===== config.mk =====
export PLATFORM = sky130hd
export DESIGN_NAME = intel_hex_record_parser_unit
export DESIGN_NICKNAME = d
export VERILOG_FILES = /design/src/hdl/ihx_pkg.sv /design/src/hdl/ihx_fifo.sv /design/src/hdl/ihx_front.sv /design/src/hdl/ihx_back.sv /design/src/hdl/intel_hex_record_parser_unit.sv
export SDC_FILE = /design/constraint.sdc
export NUM_CORES = 1
export LEC_CHECK = 0
export BUFFER_PORTS_ARGS = -buffer_cell sky130_fd_sc_hd__buf_2
export CORE_MARGIN = 10
export CORE_UTILIZATION = 55
export CTS_CLUSTER_DIAMETER = 120
export DETAILED_ROUTE_END_ITERATION = 8
export GPL_TIMING_DRIVEN = 0
export PLACE_DENSITY = 0.72
export SYNTH_ARGS = -nofsm -noshare
export SYNTH_HDL_FRONTEND = slang
export SYNTH_SLANG_ARGS = --single-unit

===== constraint.sdc =====
create_clock -name clk -period 7.24 [get_ports clk]
set_clock_uncertainty 0.2 [all_clocks]
set_input_delay 1.448 -clock clk [delete_from_list [all_inputs] [get_ports clk]]
set_output_delay 1.448 -clock clk [all_outputs]
set_load 0.02 [all_outputs]

===== src/hdl/ihx_pkg.sv =====
// Package for the Intel HEX record parser: item types, token and record-state
// structs, result and error codes, and the hex pair decode step.
// No dependencies; every other file of the block but the queue imports it.
package ihx_pkg;

  localparam logic [3:0] MIN_LINE  = 4'd11;
  localparam logic [8:0] COUNT_MAX = 9'd511;

  localparam logic [7:0] CHAR_NL    = 8'd10;
  localparam logic [7:0] CHAR_CR    = 8'd13;
  localparam logic [7:0] CHAR_COLON = 8'h3a;

  localparam logic [1:0] KIND_DATA   = 2'd0;
  localparam logic [1:0] KIND_COMMIT = 2'd1;
  localparam logic [1:0] KIND_EOF    = 2'd2;
  localparam logic [1:0] KIND_ERROR  = 2'd3;

  localparam logic [2:0] ERR_NONE   = 3'd0;
  localparam logic [2:0] ERR_HEX    = 3'd1;
  localparam logic [2:0] ERR_SUM    = 3'd2;
  localparam logic [2:0] ERR_LEN    = 3'd3;
  localparam logic [2:0] ERR_NO_EOF = 3'd4;

  typedef struct packed {
    logic [7:0] char_in;
    logic       end_of_input;
  } in_item_t;

  typedef struct packed {
    logic [1:0]  kind;
    logic [16:0] byte_address;
    logic [7:0]  data_byte;
    logic [2:0]  error_code;
  } out_item_t;

  typedef enum logic [1:0] {
    TOK_CHAR,
    TOK_NEWLINE,
    TOK_END
  } tok_kind_t;

  // One classified character as it travels from the front to the back.
  typedef struct packed {
    tok_kind_t  kind;
    logic       is_colon;
    logic       is_cr;
    logic [3:0] nib;
    logic       nib_ok;
  } tok_t;

  typedef enum logic [1:0] {
    MODE_AWAIT,
    MODE_REC,
    MODE_SKIP
  } line_mode_t;

  typedef enum logic [1:0] {
    RUN_GO,
    RUN_EOF,
    RUN_ERR
  } run_t;

  typedef enum logic [2:0] {
    CL_NONE,
    CL_COMMIT,
    CL_EOF,
    CL_ERR_HEX,
    CL_ERR_SUM,
    CL_ERR_LEN
  } close_t;

  // Record state built up by the pair decoder over one line.
  typedef struct packed {
    logic        held_valid;
    logic [3:0]  held_nib;
    logic        held_ok;
    logic [8:0]  cnt;
    logic [7:0]  sum;
    logic [7:0]  len;
    logic [15:0] addr;
    logic [7:0]  typ;
    logic        bad;
  } rec_state_t;

  typedef struct packed {
    rec_state_t  st;
    logic        emit;
    logic [16:0] addr;
    logic [7:0]  data;
  } feed_res_t;

  // Takes one hex digit into the pair decoder. The first digit of a pair is
  // held; the second completes a record byte.
  function automatic feed_res_t feed(rec_state_t s, logic [3:0] nib, logic ok);
    feed_res_t  r;
    logic [7:0] b;
    logic       bad;
    logic [8:0] lim;
    logic [8:0] off;
    r      = '0;
    r.st   = s;
    b      = {s.held_nib, nib};
    bad    = s.bad | ~(s.held_ok & ok);
    lim    = {1'b0, s.len} + 9'd4;
    off    = s.cnt - 9'd4;
    if (!s.held_valid) begin
      r.st.held_valid = 1'b1;
      r.st.held_nib   = nib;
      r.st.held_ok    = ok;
    end else begin
      r.st.held_valid = 1'b0;
      r.st.bad        = bad;
      r.st.sum        = s.sum + b;
      if (s.cnt != COUNT_MAX) begin
        r.st.cnt = s.cnt + 9'd1;
      end
      case (s.cnt)
        9'd0: r.st.len = b;
        9'd1: r.st.addr[15:8] = b;
        9'd2: r.st.addr[7:0] = b;
        9'd3: r.st.typ = b;
        default: begin
          if (!bad && s.typ == 8'd0 && s.cnt < lim) begin
            r.emit = 1'b1;
            r.addr = {1'b0, s.addr} + {9'd0, off[7:0]};
            r.data = b;
          end
        end
      endcase
    end
    return r;
  endfunction

endpackage


===== src/hdl/ihx_fifo.sv =====
// Small register-based queue used between the parser stages and at the output.
// Depends on nothing but its parameters.
module ihx_fifo #(
  parameter int WIDTH = 8,
  parameter int DEPTH = 2
) (
  input  logic             clk,
  input  logic             rst_n,
  input  logic             push,
  input  logic [WIDTH-1:0] din,
  output logic             full,
  input  logic             pop,
  output logic [WIDTH-1:0] dout,
  output logic             empty
);

  localparam int AW = (DEPTH > 1) ? $clog2(DEPTH) : 1;
  localparam int CW = $clog2(DEPTH + 1);

  logic [WIDTH-1:0] mem_r [DEPTH];
  logic [AW-1:0]    wp_r, wp_nxt;
  logic [AW-1:0]    rp_r, rp_nxt;
  logic [CW-1:0]    cnt_r, cnt_nxt;
  logic             do_push, do_pop;

  assign full    = (cnt_r == CW'(DEPTH));
  assign empty   = (cnt_r == '0);
  assign do_push = push & ~full;
  assign do_pop  = pop & ~empty;
  assign dout    = mem_r[rp_r];

  always_comb begin
    wp_nxt  = wp_r;
    rp_nxt  = rp_r;
    cnt_nxt = cnt_r;
    if (do_push) begin
      wp_nxt = (wp_r == AW'(DEPTH - 1)) ? '0 : wp_r + 1'b1;
    end
    if (do_pop) begin
      rp_nxt = (rp_r == AW'(DEPTH - 1)) ? '0 : rp_r + 1'b1;
    end
    if (do_push && !do_pop) begin
      cnt_nxt = cnt_r + 1'b1;
    end else if (do_pop && !do_push) begin
      cnt_nxt = cnt_r - 1'b1;
    end
  end

  always_ff @(posedge clk) begin
    if (!rst_n) begin
      wp_r  <= '0;
      rp_r  <= '0;
      cnt_r <= '0;
    end else begin
      wp_r  <= wp_nxt;
      rp_r  <= rp_nxt;
      cnt_r <= cnt_nxt;
    end
  end

  always_ff @(posedge clk) begin
    if (do_push) begin
      mem_r[wp_r] <= din;
    end
  end

endmodule


===== src/hdl/ihx_front.sv =====
// Front stage of the parser: classifies each incoming character and decodes
// its hex digit value. Depends on ihx_pkg.
module ihx_front import ihx_pkg::*; (
  input  in_item_t item,
  output tok_t     tok
);

  logic [7:0] c;

  assign c = item.char_in;

  always_comb begin
    tok          = '0;
    tok.kind     = TOK_CHAR;
    tok.is_colon = (c == CHAR_COLON);
    tok.is_cr    = (c == CHAR_CR);
    if (item.end_of_input) begin
      tok.kind = TOK_END;
    end else if (c == CHAR_NL) begin
      tok.kind = TOK_NEWLINE;
    end
    // A character that is not a hex digit decodes as zero and is flagged.
    if (c >= "0" && c <= "9") begin
      tok.nib    = 4'(c - "0");
      tok.nib_ok = 1'b1;
    end else if (c >= "A" && c <= "F") begin
      tok.nib    = 4'(c - "A" + 8'd10);
      tok.nib_ok = 1'b1;
    end else if (c >= "a" && c <= "f") begin
      tok.nib    = 4'(c - "a" + 8'd10);
      tok.nib_ok = 1'b1;
    end
  end

endmodule


===== src/hdl/ihx_back.sv =====
// Back stage of the parser: line tracking, pair decoding, record checks and
// result generation, one token per cycle while the result queue is not full. Depends on ihx_pkg.
module ihx_back import ihx_pkg::*; (
  input  logic      clk,
  input  logic      rst_n,
  input  tok_t      tok,
  input  logic      tok_valid,
  output logic      tok_pop,
  input  logic      res_full,
  output logic      res_push,
  output out_item_t res
);

  logic [3:0] lcnt_r, lcnt_nxt;
  line_mode_t mode_r, mode_nxt;
  logic       cr_r, cr_nxt;
  rec_state_t rec_r, rec_nxt;
  run_t       run_r, run_nxt;

  logic       step;
  close_t     cl;
  feed_res_t  f_cr, f_ch;
  rec_state_t s1;
  logic       data_emit;

  assign tok_pop = tok_valid & ~res_full;
  // Once halted, tokens are still drained but have no effect.
  assign step    = tok_pop & (run_r == RUN_GO);

  always_comb begin
    cl = CL_NONE;
    if (mode_r == MODE_REC && lcnt_r == MIN_LINE) begin
      if (rec_r.bad) begin
        cl = CL_ERR_HEX;
      end else if (rec_r.sum != 8'd0) begin
        cl = CL_ERR_SUM;
      end else if ({1'b0, rec_r.len} + 9'd5 != rec_r.cnt) begin
        cl = CL_ERR_LEN;
      end else if (rec_r.typ == 8'd0) begin
        cl = CL_COMMIT;
      end else if (rec_r.typ == 8'd1) begin
        cl = CL_EOF;
      end
    end
  end

  // A CR that turned out not to end the line is fed as a bad digit first.
  // That feed can never emit a data byte, so only the second one can.
  always_comb begin
    f_cr = feed(rec_r, 4'd0, 1'b0);
    s1   = cr_r ? f_cr.st : rec_r;
    f_ch = feed(s1, tok.nib, tok.nib_ok);
  end

  always_comb begin
    lcnt_nxt  = lcnt_r;
    mode_nxt  = mode_r;
    cr_nxt    = cr_r;
    rec_nxt   = rec_r;
    data_emit = 1'b0;
    if (step) begin
      if (tok.kind != TOK_CHAR) begin
        lcnt_nxt = '0;
        mode_nxt = MODE_AWAIT;
        cr_nxt   = 1'b0;
        rec_nxt  = '0;
      end else begin
        cr_nxt  = 1'b0;
        rec_nxt = s1;
        if (lcnt_r < MIN_LINE) begin
          lcnt_nxt = lcnt_r + 4'd1;
        end
        unique case (mode_r)
          MODE_AWAIT: mode_nxt = tok.is_colon ? MODE_REC : MODE_SKIP;
          MODE_REC: begin
            if (tok.is_cr) begin
              cr_nxt = 1'b1;
            end else begin
              rec_nxt   = f_ch.st;
              data_emit = f_ch.emit;
            end
          end
          default: ;
        endcase
      end
    end
  end

  always_comb begin
    run_nxt = run_r;
    unique case (run_r)
      RUN_GO: begin
        if (step && tok.kind == TOK_END) begin
          run_nxt = (cl == CL_EOF) ? RUN_EOF : RUN_ERR;
        end else if (step && tok.kind == TOK_NEWLINE) begin
          if (cl == CL_EOF) begin
            run_nxt = RUN_EOF;
          end else if (cl == CL_ERR_HEX || cl == CL_ERR_SUM || cl == CL_ERR_LEN) begin
            run_nxt = RUN_ERR;
          end
        end
      end
      RUN_EOF: run_nxt = RUN_EOF;
      RUN_ERR: run_nxt = RUN_ERR;
      default: run_nxt = RUN_ERR;
    endcase
  end

  always_comb begin
    res      = '0;
    res_push = 1'b0;
    if (step) begin
      case (tok.kind)
        TOK_CHAR: begin
          if (data_emit) begin
            res_push         = 1'b1;
            res.kind         = KIND_DATA;
            res.byte_address = f_ch.addr;
            res.data_byte    = f_ch.data;
          end
        end
        default: begin
          unique case (cl)
            CL_COMMIT: begin
              // A good data record at end of input still lacks the EOF record.
              res_push = 1'b1;
              if (tok.kind == TOK_END) begin
                res.kind       = KIND_ERROR;
                res.error_code = ERR_NO_EOF;
              end else begin
                res.kind = KIND_COMMIT;
              end
            end
            CL_EOF: begin
              res_push = 1'b1;
              res.kind = KIND_EOF;
            end
            CL_ERR_HEX: begin
              res_push       = 1'b1;
              res.kind       = KIND_ERROR;
              res.error_code = ERR_HEX;
            end
            CL_ERR_SUM: begin
              res_push       = 1'b1;
              res.kind       = KIND_ERROR;
              res.error_code = ERR_SUM;
            end
            CL_ERR_LEN: begin
              res_push       = 1'b1;
              res.kind       = KIND_ERROR;
              res.error_code = ERR_LEN;
            end
            default: begin
              if (tok.kind == TOK_END) begin
                res_push       = 1'b1;
                res.kind       = KIND_ERROR;
                res.error_code = ERR_NO_EOF;
              end
            end
          endcase
        end
      endcase
    end
  end

  always_ff @(posedge clk) begin
    if (!rst_n) begin
      lcnt_r <= '0;
      mode_r <= MODE_AWAIT;
      cr_r   <= 1'b0;
      rec_r  <= '0;
      run_r  <= RUN_GO;
    end else begin
      lcnt_r <= lcnt_nxt;
      mode_r <= mode_nxt;
      cr_r   <= cr_nxt;
      rec_r  <= rec_nxt;
      run_r  <= run_nxt;
    end
  end

`ifndef ASSERT_OFF
  a_halt_silent: assert property (@(posedge clk) disable iff (!rst_n)
    (run_r != RUN_GO) |-> !res_push)
    else $error("result produced after the parser halted");

  a_push_on_pop: assert property (@(posedge clk) disable iff (!rst_n)
    res_push |-> (tok_pop && !res_full))
    else $error("result produced without consuming a token");

  a_held_in_record: assert property (@(posedge clk) disable iff (!rst_n)
    (rec_r.held_valid || cr_r) |-> (mode_r == MODE_REC))
    else $error("held digit or pending CR outside a record line");

  a_halt_sticks: assert property (@(posedge clk) disable iff (!rst_n)
    (run_r != RUN_GO) |=> $stable(run_r))
    else $error("halted parser resumed");
`endif

endmodule


===== src/hdl/intel_hex_record_parser_unit.sv =====
// Top level of the Intel HEX record parser: front classifier, token queue,
// back record engine and result queue. Depends on ihx_pkg and its submodules.
//
//   channel   ports                      handshake
//   input     push, full, in_data        accepted when push && !full
//   result    empty, pop, out_data       accepted when pop && !empty
//
// One character is taken per cycle while full is low; the back engine finishes a token in the
// cycle it leaves the token queue, so a result reaches the result ports through the token
// queue register and then the result queue register. Reset is synchronous.
// A stalled result side fills the result queue, then the token queue, and
// only then raises full; input gaps drain both queues without loss.
module intel_hex_record_parser_unit import ihx_pkg::*; #(
  parameter int QUEUE_DEPTH = 2,
  parameter int OUT_DEPTH   = 2
) (
  input  logic      clk,
  input  logic      rst_n,
  input  logic      push,
  input  in_item_t  in_data,
  output logic      full,
  input  logic      pop,
  output out_item_t out_data,
  output logic      empty
);

  localparam int TW = $bits(tok_t);
  localparam int OW = $bits(out_item_t);

  tok_t          tok_in, tok_out;
  logic [TW-1:0] tok_q;
  logic          tok_empty, tok_pop;
  logic          res_full, res_push;
  out_item_t     res;
  logic [OW-1:0] res_q;

  ihx_front u_front (
    .item (in_data),
    .tok  (tok_in)
  );

  ihx_fifo #(
    .WIDTH (TW),
    .DEPTH (QUEUE_DEPTH)
  ) u_tok_q (
    .clk   (clk),
    .rst_n (rst_n),
    .push  (push),
    .din   (TW'(tok_in)),
    .full  (full),
    .pop   (tok_pop),
    .dout  (tok_q),
    .empty (tok_empty)
  );

  assign tok_out = tok_t'(tok_q);

  ihx_back u_back (
    .clk       (clk),
    .rst_n     (rst_n),
    .tok       (tok_out),
    .tok_valid (~tok_empty),
    .tok_pop   (tok_pop),
    .res_full  (res_full),
    .res_push  (res_push),
    .res       (res)
  );

  ihx_fifo #(
    .WIDTH (OW),
    .DEPTH (OUT_DEPTH)
  ) u_out_q (
    .clk   (clk),
    .rst_n (rst_n),
    .push  (res_push),
    .din   (OW'(res)),
    .full  (res_full),
    .pop   (pop),
    .dout  (res_q),
    .empty (empty)
  );

  assign out_data = out_item_t'(res_q);

endmodule


==> qor.txt, run 1 <==
Status - completed
Routed vias/inst - 5.92
CP Buf/Inv Count - 1
Max Slew Vio Count - 0
Critical Setup Path Class - reg2reg
Vias in the first global route - 6,648
Max clock buf depth - 2
Clock Latency Late Sink - 430 ps
Slowest CP cell - o21ai_0
Switching power - 0.883 mW
Number of synthesized flops with an enable pin - 78
Global-route wire length before repair - 35,000 µm
Max-Cap Viols - 0
P_int - 1.71 mW
# IOs - 45
Clock sink total - 153
DP Area - 0.00934 mm²
Syn-to-layout area delta - 11.5%
Total power after layout - 2.60 mW
Final setup violation count - 0
Die width - 147 µm
Sequential element share of the synthesized area - 43.5%
Port Buffers - 44
RSZ-0062 raised after global routing - no
Drt drc - 0
Tcrit/Tclk final - 76.2%
Area of the core - 0.0158 mm²
Slowest cell delay on critical path - 1030 ps
Synthesized net count - 957
WL/cell - 18.5 µm
CTS tree - built
P_leak - 3.79 nW
Commonest non-fill, non-tap cells in the layout - nand2_1, nor2_1, edfxtp_1
Most common cell on crit path - ha_1
Flop pwr share - 41.8%
Gpl congestion - 0.928
N_diodes - 0
Commonest non-fill, non-tap cell in the layout - nand2_1
DP HPWL - 16,200 µm
Warnings from Yosys - 0
Iteration-0 DRC Markers - 780
Hold Buf Count CTS - 0
Fmax - 0.181 GHz
ANT nets after route - 0
CTS clk-pin slew, worst paths - 60 ps
Die H - 147 µm
Ys async rst share - 0%
Startpoint types - flip-flop
Hold_ws - 244 ps
Share of post-route cells with drive strength above 1 - 15.4%
Count of cell types in the netlist - 84
Placed insts - 1,157
Post-route insts no fill - 1,189
GRT Total Usage - 20.0%
H-tree depth - 4
Die area - 0.0215 mm²
Total grt overflow - 0
Number of fill cells - 1,340
Top FF cell, synth - edfxtp_1
FF+latch area - 0.00384 mm²
Clk pwr share - 30.3%
Initial Utilization - 55.8%
Worst EP arrival - 5370 ps
PwrDens - 263 mW/mm²
Clock root buffer - clkbuf_16
Crit-path cells - ha_1, and4_1, a31oi_1, o21ai_0, inv_1, ha_1, nor4_1, o211ai_4, a2111oi_4, nor2b_4
Num CTS Buffers - 17
Gate power share - 27.9%
Setup WS pre-CTS - 1430 ps
Final instance area - 0.00985 mm²
Final core occ - 62.3%
Post-CTS setup buffer count - 0
Syn_area_per_cell - 9.85 µm²
Switching Fraction - 34.0%
Syn Std Cell Area - 0.00884 mm²
Nets@finish - 1,020
Post-Synthesis Cells - 897
Setup WS post-layout - 1720 ps
# resized after CTS - 0
Crit. End Element - flip-flop
Min Tclk post-route - 5520 ps
Final hold viol count - 0
First-pass iteration count of the detailed router - 5
FP Rows - 46
Final setup TNS - 0 ps
#FFs+latches synth - 153
Headroom to the max-slew limit - 10.2%
Cell family with most CP delay - compound AO/OA/AOI/OAI gates
Req. time, crit path - 7090 ps
Multi-input logic area - 0.00465 mm²
Initial antenna violation count - 0
Pin count of the biggest net entering global routing - 31
Total wire length - 21,900 µm
Hold crit path type - reg2reg
Via count - 7,038
VDD IR max - 198 µV
Worst-Margin Slew - 1340 ps
Max FO, Critical Path - 30
-- worst register-to-register path, delay by kind of cell (launching register included) --
kind	cells	cell delay, ps
AO/OA/AOI/OAI	4	2040
adder cells (fa/ha/maj)	2	650
buffers and inverters	1	180
flip-flops	1	500
AND/OR/NAND/NOR	3	1550
-- logic make-up after synthesis --
logic type / after synthesis / synth area share (%)
AO/OA/AOI/OAI: 199 / 16.0
XOR/XNOR: 43 / 4.35
adder cells (fa/ha/maj): 48 / 7.02
buffers and inverters: 85 / 3.99
flip-flops: 153 / 43.5
multiplexers: 62 / 7.73
AND/OR/NAND/NOR: 307 / 17.4
-- power groups by stage --
| stage | Clock [mW] | Sequential (mW) | Combinational, mW |
|---|---|---|---|
| after floorplan | 0 | 1.09 | 0.496 |
| after global placement | 0 | 1.10 | 0.707 |
| after detailed placement | 0 | 1.10 | 0.720 |
| after CTS | 0.793 | 1.09 | 0.725 |
| after global routing | 0.825 | 1.10 | 0.783 |
| final | 0.787 | 1.09 | 0.724 |
-- sequential cells by signal, indices dropped and copies added (netlist names), 2 cells and up, named ones only --
name and cells:
u_back.rec_r 56, u_back.mode_r 2, u_back.run_r 2, u_tok_q.mem_r 18, u_out_q.cnt_r 2, u_back.lcnt_r 4, u_tok_q.cnt_r 2, u_out_q.mem_r 60
-- path summary, 6_finish.rpt --
| kind | startpoint | slack, ps | cells after the start | end |
|---|---|---|---|---|
| setup / recovery | u_back.rec_r[42] | 1720 | 10 | u_out_q.mem_r[0][11] |
| hold / removal | u_back.rec_r[11] | 240 | 2 | u_back.rec_r[11] |
| setup reg to reg | u_back.rec_r[42] | 1720 | 10 | u_out_q.mem_r[0][11] |
| hold reg to reg | u_back.rec_r[11] | 240 | 2 | u_back.rec_r[11] |
-- layer usage --
| layer | part of all wire [%] | vias up | GRT usage [%] | wire length, µm |
|---|---|---|---|---|
| li1 | - | 3444 | - | - |
| met1 | 44 | 3314 | 25.8 | 9680 |
| met2 | 48 | 239 | 33.1 | 10400 |
| met3 | 6.0 | 41 | 3.56 | 1320 |
| met4 | 2.3 | 0 | 7.26 | 503 |
| met5 | 0 | - | 0 | 0 |
-- cell usage after synthesis, types with 11 or more instances --
| library cell | n | area (µm²) |
|---|---|---|
| nor2_1 | 80 | 300 |
| nor3_1 | 21 | 105 |
| clkbuf_1 | 29 | 109 |
| ha_1 | 44 | 551 |
| mux2i_1 | 21 | 210 |
| nor4_1 | 13 | 81.3 |
| xnor2_1 | 23 | 201 |
| edfxtp_1 | 78 | 2340 |
| nand3_1 | 23 | 115 |
| o2bb2ai_1 | 11 | 96.3 |
| a21o_1 | 12 | 90.1 |
| or3_1 | 11 | 68.8 |
| inv_1 | 41 | 154 |
| nand4_1 | 20 | 125 |
| dfxtp_1 | 75 | 1500 |
| o21ai_0 | 38 | 190 |
| xor2_1 | 19 | 166 |
| mux2_2 | 40 | 450 |
| nand2_1 | 81 | 304 |
| a21oi_1 | 47 | 235 |
-- cell type report --
| type | instances | share of cell area [%] |
|---|---|---|
| buffer | 42 | 1.94 |
| clock buffer | 21 | 4.47 |
| clock inverter | 11 | 0.749 |
| inverter | 43 | 1.64 |
| multi-input combinational | 659 | 47.2 |
| sequential | 153 | 39.0 |
| tap | 216 | 2.74 |
| timing repair buffer | 44 | 2.23 |
No activity file was read; power rests on OpenSTA's default activity.
==> run 2, diff against run 1 <==
--- a/config.mk
+++ b/config.mk
@@ -5,6 +5,7 @@
 export SDC_FILE = /design/constraint.sdc
 export NUM_CORES = 1
 export LEC_CHECK = 0
+export ABC_AREA = 1
 export BUFFER_PORTS_ARGS = -buffer_cell sky130_fd_sc_hd__buf_2
 export CORE_MARGIN = 10
 export CORE_UTILIZATION = 55
==> constraint.sdc (replaced) <==
create_clock -name clk -period 5.8 [get_ports clk]
set_clock_uncertainty 0.2 [all_clocks]
set_input_delay 1.16 -clock clk [delete_from_list [all_inputs] [get_ports clk]]
set_output_delay 1.16 -clock clk [all_outputs]
set_load 0.02 [all_outputs]
==> qor.txt, run 2 <==
DP Area - 0.0101 mm² (+8.4%)
DP HPWL - 19,300 µm (+19%)
Area share of xor/xnor cells in the synthesized design - 2.28% (-2.1 points)
Slowest CP cell - dfxtp_2
Req. time, crit path - 5930 ps (-1160 ps)
#FFs+latches synth - 153 (unchanged)
Total grt overflow - 0 (unchanged)
Post-synthesis adder-cell area fraction - 6.35% (-0.67 points)
Ys async rst share - 0% (unchanged)
Biggest regs - u_out_q.mem_r x60, u_back.rec_r x56, u_tok_q.mem_r x18
Port Buffers - 44 (unchanged)
Post-CTS setup buffer count - 0 (unchanged)
Startpoint types - flip-flop
Hold crit path type - reg2reg
Max clock buf depth - 2 (unchanged)
Top reg by flops - u_out_q.mem_r
Total power after layout - 3.88 mW (+49%)
Count of cell types in the netlist - 53 (-37%)
Final setup TNS - 0 ps (unchanged)
Syn Std Cell Area - 0.00961 mm² (+8.7%)
Worst EP arrival - 5340 ps (-30 ps)
Slowest cell delay on critical path - 430 ps (-600 ps)
Setup WS post-layout - 590 ps (-1130 ps)
Commonest non-fill, non-tap cell in the layout - nand2_1
Setup WS pre-CTS - 231 ps (-1200 ps)
Die width - 152 µm (+3.7%)
Initial Utilization - 55.7% (-0.10 points)
FP Rows - 48 (+4.3%)
Sequential element share of the synthesized area - 40.0% (-3.5 points)
Max Slew Vio Count - 0 (unchanged)
Fmax - 0.192 GHz (+5.9%)
Headroom to the max-slew limit - 36.0% (+26 points)
Post-synth top area cell - edfxtp_1
Largest family of logic cells by synthesized area - simple AND/OR/NAND/NOR gates
Simple-gate area share of the yosys netlist - 26.0% (+8.6 points)
Syn-to-layout area delta - 11.8%
Min Tclk post-route - 5210 ps (-308 ps)
WL/cell - 17.1 µm (-7.5%)
Area of the core - 0.0172 mm² (+8.9%)
Commonest non-fill, non-tap cells in the layout - nand2_1, inv_1, nor2_1
Final instance area - 0.0107 mm² (+9.0%)
Cell with the most instances after synthesis - nand2_1
ANT nets after route - 0 (unchanged)
Worst-Margin Slew - 950 ps (-388 ps)
RSZ-0062 raised after global routing - no
Crit. End Element - flip-flop
Status - completed
Initial antenna violation count - 0 (unchanged)
Hold Buf Count CTS - 0 (unchanged)
Num CTS Buffers - 17 (unchanged)
Routed vias/inst - 5.63 (-4.9%)
VDD IR max - 213 µV (+7.4%)
Tcrit/Tclk final - 89.8% (+14 points)
Die H - 152 µm (+3.7%)
Max-Cap Viols - 0 (unchanged)
Synth top cells by count - nand2_1, inv_1, nor2_1, a21oi_1, edfxtp_1
Clock root buffer - clkbuf_16
Post-synthesis mux area share - 3.83% (-3.9 points)
CTS clk-pin slew, worst paths - 70 ps (about the same)
Syn_area_per_cell - 7.85 µm² (-20%)
Synthesized net count - 1,284 (+34%)
Final setup violation count - 0 (unchanged)
Complex-gate fraction of the synthesized area - 13.3% (-2.7 points)
Share of post-route cells with drive strength above 1 - 14.9% (-0.50 points)
Clock sink total - 153 (unchanged)
Warnings from Yosys - 0 (unchanged)
Drt drc - 0 (unchanged)
Iteration-0 DRC Markers - 866 (+11%)
PwrDens - 361 mW/mm² (+37%)
Total wire length - 26,100 µm (+19%)
Die area - 0.0232 mm² (+7.5%)
# resized after CTS - 0 (unchanged)
Critical Setup Path Class - reg2reg
Max FFs per register - 60 (unchanged)
First-pass iteration count of the detailed router - 6 (+1)
Post-synth top area share - 24.4% (-2.1 points)
Nets@finish - 1,348 (+32%)
Top FF cell, synth - edfxtp_1
CTS tree - built
Post-Synthesis Cells - 1,224 (+36%)
Top cells by area, synth - edfxtp_1, dfxtp_1, nand2_1
Via count - 8,587 (+22%)
Most common cell on crit path - inv_1
Max FO, Critical Path - 10 (-67%)
H-tree depth - 4 (unchanged)
Clock Latency Late Sink - 440 ps (about the same)
Final hold viol count - 0 (unchanged)
Number of synthesized flops with an enable pin - 78 (unchanged)
# IOs - 45 (unchanged)
Vias in the first global route - 8,170 (+23%)
Placed insts - 1,493 (+29%)
P_leak - 4.55 nW (+20%)
Gpl congestion - 0.971 (+4.7%)
Global-route wire length before repair - 41,800 µm (+19%)
Post-route insts no fill - 1,526 (+28%)
Pin count of the biggest net entering global routing - 31 (unchanged)
GRT Total Usage - 21.9% (+1.8 points)
N_diodes - 0 (unchanged)
-- run 2: cell types whose count changed after synthesis, sizes merged, moves of 15 or more --
cell    delta
nand2    +199
mux2i     -19
nor2      +56
a21oi     +69
o211ai    +15
o21ai     +37
nand3     +51
inv      +111
xnor2     -18
-- run 2: stage by stage --
stage / hold WS (ps) / util [%]
2_1_floorplan: 245 / -
3_3_place_gp: 252 / 58.7
3_5_place_dp: 255 / 58.7
4_1_cts: 266 / 62.2
5_1_grt: 288 / 62.3
6_report: 265 / 62.3
-- run 2: area by class of cell --
cell class | instances | area [µm²]
fill | 1496 | 6490
multi-input combinational | 880 | 4990
sequential | 153 | 3850
inverter | 154 | 589
clock buffer | 18 | 429
tap | 225 | 282
timing repair buffer | 44 | 220
buffer | 38 | 204
clock inverter | 14 | 179
-- run 2: worst max-delay path, delay by kind of cell (launching register included) --
kind / cells / cell delay [ps]
AND/OR/NAND/NOR: 19 / 2490
buffers and inverters: 10 / 790
adder cells (fa/ha/maj): 3 / 750
flip-flops: 1 / 430
AO/OA/AOI/OAI: 4 / 430
-- run 2: worst paths after layout --
check / startpoint / cells past startpoint / slack (ps) / endpoint
worst max register to register: u_back.rec_r[41] / 36 / 590 / u_out_q.cnt_r[1]
worst min register to register: u_back.rec_r[19] / 2 / 260 / u_back.rec_r[19]
worst max-delay path: u_back.rec_r[41] / 36 / 590 / u_out_q.cnt_r[1]
worst min-delay path: u_back.rec_r[19] / 2 / 260 / u_back.rec_r[19]
-- run 2: where the power goes --
group / switching, mW / leakage (nW) / internal (mW)
sequential: 0.0634 / 1.32 / 1.32
clock: 0.503 / 0.300 / 0.654
combinational: 0.969 / 2.93 / 0.374
-- run 2: logic make-up (layout without fill, tap and decap cells) --
| kind of cell | after synthesis | in the layout |
|---|---|---|
| xor+xnor | 25 | 25 |
| simple gates | 542 | 543 |
| compound gates | 232 | 232 |
| mux | 33 | 33 |
| flops | 153 | 153 |
| fa+ha+maj | 47 | 47 |
| buf+inv | 192 | 268 |
-- run 2: layer usage --
metal / routed length (µm) / vias up / track usage (%)
met5: 0 / - / 0
met4: 960 / 0 / 9.40
met3: 2020 / 67 / 3.98
met2: 12100 / 306 / 35.3
met1: 11000 / 3992 / 28.1
li1: - / 4222 / -
